==> src/lcab_pkg.sv <==
// lcab_pkg: shared types and constants for the tree ancestor block
// datapath micro-operation codes and the status word seen by the controller
// no dependencies
`default_nettype none

package lcab_pkg;

  localparam int ID_W    = 10;
  localparam int LEN_W   = 11;
  localparam int DEP_W   = ID_W + 1;
  localparam int CMP_W   = 17;
  localparam int OP_W    = 5;

  localparam logic [ID_W-1:0] DEPTH_MAX = 10'd1023;

  typedef logic [OP_W-1:0] op_t;

  localparam op_t OP_IDLE    = 5'd0;
  localparam op_t OP_CLR     = 5'd1;
  localparam op_t OP_A_ROOT  = 5'd2;
  localparam op_t OP_A_DEP   = 5'd3;
  localparam op_t OP_A_FIRST = 5'd4;
  localparam op_t OP_A_RD    = 5'd5;
  localparam op_t OP_A_WR    = 5'd6;
  localparam op_t OP_Q_RDA   = 5'd7;
  localparam op_t OP_Q_RDB   = 5'd8;
  localparam op_t OP_Q_SWAP  = 5'd9;
  localparam op_t OP_L_RD    = 5'd10;
  localparam op_t OP_L_UP    = 5'd11;
  localparam op_t OP_L_DEP   = 5'd12;
  localparam op_t OP_K_DEC   = 5'd13;
  localparam op_t OP_C_SELF  = 5'd14;
  localparam op_t OP_P_INIT  = 5'd15;
  localparam op_t OP_P_RA    = 5'd16;
  localparam op_t OP_P_RB    = 5'd17;
  localparam op_t OP_P_CMP   = 5'd18;
  localparam op_t OP_P_FA    = 5'd19;
  localparam op_t OP_P_FB    = 5'd20;
  localparam op_t OP_F_RD    = 5'd21;
  localparam op_t OP_F_C     = 5'd22;
  localparam op_t OP_F_OUT   = 5'd23;
  localparam op_t OP_NOP     = 5'd24;

  typedef struct packed {
    logic query;
    logic add_ok;
    logic root;
    logic clr_done;
    logic k_zero;
    logic k_top;
    logic lift;
    logic same;
    logic differ;
  } stat_t;

endpackage

`default_nettype wire

==> src/lcab_ctrl.sv <==
// lcab_ctrl: sequencer for the clearing sweep, node adds and ancestor queries
// depends on lcab_pkg; issues one datapath micro-operation per cycle
`default_nettype none

module lcab_ctrl #(
  parameter int LEVELS = 10
) (
  input  wire logic            clk,
  input  wire logic            rst_n,
  input  wire logic            start,
  input  wire lcab_pkg::stat_t stat,
  output lcab_pkg::op_t        op,
  output logic                 busy
);

  import lcab_pkg::*;

  localparam logic [4:0] S_CLR    = 5'd0;
  localparam logic [4:0] S_IDLE   = 5'd1;
  localparam logic [4:0] S_DISP   = 5'd2;
  localparam logic [4:0] S_AROOT  = 5'd3;
  localparam logic [4:0] S_ADEP   = 5'd4;
  localparam logic [4:0] S_AFIRST = 5'd5;
  localparam logic [4:0] S_ARD    = 5'd6;
  localparam logic [4:0] S_AWR    = 5'd7;
  localparam logic [4:0] S_QA     = 5'd8;
  localparam logic [4:0] S_QB     = 5'd9;
  localparam logic [4:0] S_QSW    = 5'd10;
  localparam logic [4:0] S_LCHK   = 5'd11;
  localparam logic [4:0] S_LUP    = 5'd12;
  localparam logic [4:0] S_LDEP   = 5'd13;
  localparam logic [4:0] S_SAME   = 5'd14;
  localparam logic [4:0] S_PRA    = 5'd15;
  localparam logic [4:0] S_PRB    = 5'd16;
  localparam logic [4:0] S_PCMP   = 5'd17;
  localparam logic [4:0] S_PFA    = 5'd18;
  localparam logic [4:0] S_PFB    = 5'd19;
  localparam logic [4:0] S_FRD    = 5'd20;
  localparam logic [4:0] S_FC     = 5'd21;
  localparam logic [4:0] S_OUT    = 5'd22;

  logic [4:0] state_r, state_nxt;

  always_ff @(posedge clk) begin
    if (!rst_n) begin
      state_r <= S_CLR;
    end else begin
      state_r <= state_nxt;
    end
  end

  always_comb begin
    state_nxt = state_r;
    op        = OP_NOP;
    case (state_r)
      S_CLR: begin
        op = OP_CLR;
        if (stat.clr_done) begin
          state_nxt = S_IDLE;
        end
      end
      S_IDLE: begin
        op = OP_IDLE;
        if (start) begin
          state_nxt = S_DISP;
        end
      end
      S_DISP: begin
        if (stat.query) begin
          state_nxt = S_QA;
        end else if (!stat.add_ok) begin
          state_nxt = S_IDLE;
        end else if (stat.root) begin
          state_nxt = S_AROOT;
        end else begin
          state_nxt = S_ADEP;
        end
      end
      S_AROOT: begin
        op        = OP_A_ROOT;
        state_nxt = S_IDLE;
      end
      S_ADEP: begin
        op        = OP_A_DEP;
        state_nxt = S_AFIRST;
      end
      S_AFIRST: begin
        op        = OP_A_FIRST;
        state_nxt = (LEVELS > 1) ? S_ARD : S_IDLE;
      end
      S_ARD: begin
        op        = OP_A_RD;
        state_nxt = S_AWR;
      end
      S_AWR: begin
        op        = OP_A_WR;
        state_nxt = stat.k_top ? S_IDLE : S_ARD;
      end
      S_QA: begin
        op        = OP_Q_RDA;
        state_nxt = S_QB;
      end
      S_QB: begin
        op        = OP_Q_RDB;
        state_nxt = S_QSW;
      end
      S_QSW: begin
        op        = OP_Q_SWAP;
        state_nxt = S_LCHK;
      end
      S_LCHK: begin
        if (stat.lift) begin
          op        = OP_L_RD;
          state_nxt = S_LUP;
        end else begin
          op        = OP_K_DEC;
          state_nxt = stat.k_zero ? S_SAME : S_LCHK;
        end
      end
      S_LUP: begin
        op        = OP_L_UP;
        state_nxt = S_LDEP;
      end
      S_LDEP: begin
        op        = OP_L_DEP;
        state_nxt = stat.k_zero ? S_SAME : S_LCHK;
      end
      S_SAME: begin
        if (stat.same) begin
          op        = OP_C_SELF;
          state_nxt = S_OUT;
        end else begin
          op        = OP_P_INIT;
          state_nxt = S_PRA;
        end
      end
      S_PRA: begin
        op        = OP_P_RA;
        state_nxt = S_PRB;
      end
      S_PRB: begin
        op        = OP_P_RB;
        state_nxt = S_PCMP;
      end
      S_PCMP: begin
        op = OP_P_CMP;
        if (stat.differ) begin
          state_nxt = S_PFA;
        end else begin
          state_nxt = stat.k_zero ? S_FRD : S_PRA;
        end
      end
      S_PFA: begin
        op        = OP_P_FA;
        state_nxt = S_PFB;
      end
      S_PFB: begin
        op        = OP_P_FB;
        state_nxt = stat.k_zero ? S_FRD : S_PRA;
      end
      S_FRD: begin
        op        = OP_F_RD;
        state_nxt = S_FC;
      end
      S_FC: begin
        op        = OP_F_C;
        state_nxt = S_OUT;
      end
      S_OUT: begin
        op        = OP_F_OUT;
        state_nxt = S_IDLE;
      end
      default: begin
        state_nxt = S_IDLE;
      end
    endcase
  end

  assign busy = (state_r != S_IDLE);

endmodule

`default_nettype wire

==> config.mk <==
export PLATFORM = sky130hd
export DESIGN_NAME = lcab_ctrl
export DESIGN_NICKNAME = d
export VERILOG_FILES = /design/src/lcab_pkg.sv /design/src/lcab_ctrl.sv
export SDC_FILE = /design/constraint.sdc
export NUM_CORES = 1
export LEC_CHECK = 0
export BUFFER_PORTS_ARGS = -buffer_cell sky130_fd_sc_hd__buf_2
export CAP_MARGIN = 20
export CORE_MARGIN = 10
export CORE_UTILIZATION = 55
export CTS_CLUSTER_SIZE = 16
export DETAILED_ROUTE_END_ITERATION = 12
export HOLD_SLACK_MARGIN = 0.1
export PLACE_DENSITY_LB_ADDON = 0.12
export SLEW_MARGIN = 20
export SYNTH_ARGS = -nofsm -noshare
export SYNTH_HDL_FRONTEND = slang
export SYNTH_SLANG_ARGS = --single-unit
export TNS_END_PERCENT = 1
==> constraint.sdc <==
create_clock -name clk -period 3.9 [get_ports clk]
set_input_delay 0.195 -clock clk [delete_from_list [all_inputs] [get_ports clk]]
set_output_delay 0.195 -clock clk [all_outputs]
set_load 0.02 [all_outputs]
==> run_results.csv <==
group,metric,value,unit
yosys,synth-xor-area-share,0.01101,
placed_design,io_buffers,17,
placed_design,hpwl,1624,um
yosys,synth-compound-area-share,0.4261,
job,cap_violations,0,
yosys,yosysWarnings,0,
floorplanning,rows,13,
floorplanning,ios,18,
yosys,synthArstFlopShare,0,
global_route,track_usage,0.1393,
sta,rsz0062_at_grt,"false",
final_layout,n_antenna_cell,0,
final_layout,num-fill-cells,122,
setup_path,required,3700,ps
yosys,synth_largest_area_cell,"dfxtp_1",
yosys,mappedNetlistArea,795.8,um^2
floorplanning,coreArea,1334,um^2
power,power_density,301.0,nW/um^2
clock_network,cts_made_buffers,3,
power,irDropWorstVdd,0.2299,mV
final_layout,drive_above_1_share,0.2295,
setup_path,worstSetupEndpointType,"output pin",
drt,drt-total-wl,2266,um
sta,slew_viol_final,0,
drt,drtAntennaViolNets,0,
yosys,synth_top_family_by_area,"compound AO/OA/AOI/OAI gates",
clock_network,cts-root-buf,"clkbuf_4",
clock_network,clk_latency,250,ps
global_route,antenna_found_initial,0,
clock_network,cts_tree,"built",
yosys,synth.area.top_cells,"dfxtp_1, nand2b_1, o21ai_0",
power,p_total,257.6,uW
global_route,grt_pass1_vias,853,
yosys,synth_flop_cell,"dfxtp_1",
setup_path,crit_arrival,1960,ps
clock_network,numClockSinks,5,
sta,min_period_over_period,0.5515,
global_route,grt_pass1_wl,3884,um
yosys,synth_cell_types,47,
sta,tightest_slew,806.8,ps
power,p_leak,0.0003507,uW
drt,dr.pass1.iters,4,
drt,vias,920,
setup_path,cp-start-kind,"flop",
global_route,grt_max_degree,27,
yosys,syn_inst,111,
yosys,synth-edff-count,0,
final_layout,largest_reg_flops,5,
setup_path,crit_fanout,26,
clock_network,cts_resized,0,
drt,drt-vias-per-instance,6.715,
drt,drc,0,
clock_network,cts.path.max_buffers,2,
placed_design,place.gp.congestion,0.9323,
sta,relSlewSlack,0.4614,
clock_network,holdBufCountCts,0,
yosys,yosys-top-cells-count,"nand2b_1, o21ai_0, nand2_1",
sta,fmax,0.4649,GHz
sta,hold_violations,0,
final_layout,reg_top3,"state_r x5",
final_layout,nets,135,
setup_path,r2r_setup_slack,2020,ps
floorplanning,die_h,58.04,um
hold_path,hp-class,"in -> reg",
yosys,avgSynthCellArea,7.169,um^2
drt,drt_iter0_markers,30,
clock_network,cts_max_level,1,
floorplanning,start_util,0.5966,
global_route,overflow,0,
yosys,ys_seq_area_frac,0.1258,
clock_network,clkTransAtPathRegs,40,ps
final_layout,area_growth,7.547,%
floorplanning,dieArea,3368,um^2
drt,wl_per_cell,16.54,um
yosys,synthAdderAreaFrac,0,
floorplanning,chipWidth,58.04,um
status,outcome,"finished, final reports clean",
setup_path,critPathKind,"reg -> out",
sta,fin_crit,2151,ps
sta,tns,0,ps
yosys,synthDominantCellAreaShare,0.1258,
final_layout,regMostFlops,"state_r",
yosys,mappedNetlistNets,123,
final_layout,instances_no_fill,137,
sta,skew,5.139,ps
yosys,synth_mux_area_frac,0.01415,
clock_network,cts.repair_timing.setup_buffer_count,0,
yosys,ys_ff_latch,5,
yosys,yosys.area_share.simple,0.3160,
sta,setup_viol,0,
placed_design,dp_cells,133,
metrics by stage:
step	setup WS, ps	hold WS, ps	instance area, um^2	util
final	1749	207.6	855.8	0.6417
after global routing	1559	203.7	855.8	0.6417
after CTS	1766	201.9	855.8	0.6417
after detailed placement	2033	460.7	829.5	0.6220
after global placement	2048	461.3	829.5	0.6220
after floorplan	2343	322.9	795.8	-
cell usage in the layout (no fill, tap or decap), types with 2 or more instances in the layout:
cell type	n
buf_2	17
o21ai_0	9
nand2b_1	9
nand2_1	8
a21oi_1	7
o21ai_1	5
dfxtp_1	5
nor2_1	4
nor2b_1	4
a32oi_1	3
inv_1	3
nand3_1	3
clkbuf_4	3
o22ai_1	2
o32ai_1	2
nor3_1	2
a21o_1	2
o31a_1	2
o41a_1	2
nor4_1	2
a211oi_1	2
where the power goes:
| group | total, uW | leakage (uW) | internal [uW] | switching [uW] |
|---|---|---|---|---|
| clock network | 60.5 | 0.0000150 | 38.7 | 21.8 |
| registers | 84.8 | 0.0000407 | 56.1 | 28.7 |
| logic | 112 | 0.000295 | 49.4 | 62.9 |
path summary, 6_finish.rpt:
kind                                  end                     from  cells after the start
setup / recovery                    op[2]  state_r[2]$_SDFFE_PN0P_                      5
hold / removal    state_r[3]$_SDFFE_PN0P_                    rst_n                      2
setup reg to reg  state_r[0]$_SDFFE_PN0P_  state_r[1]$_SDFFE_PN0P_                      4
hold reg to reg   state_r[0]$_SDFFE_PN0P_  state_r[4]$_SDFFE_PN0P_                      2
per-layer routing:
metal,global-route usage,part of all wire
met2,0.2086,0.45
met1,0.1755,0.44
met4,0.06040,0.013
met3,0.04575,0.095
met5,0,0
critical path: stages (launching register included):
cell     delay [ps]
dfxtp_1         840
nor2b_1         130
a311o_1         380
o21ai_1          70
o22ai_1          90
buf_2           190
cell families after synthesis:
family / after synthesis
xor+xnor: 1
buf+inv: 14
simple gates: 42
flops: 5
compound gates: 48
mux: 1
cell type report:
cell class	instances	area (um^2)	share of cell area
clock buffers	4	26.28	0.03070
well taps	15	18.77	0.02193
repair buffers	17	85.08	0.09942
inverters	4	15.01	0.01754
multi-input cells	92	610.6	0.7135
flip-flops and latches	5	100.1	0.1170
Note: power is estimated with default switching activity, not from simulation.
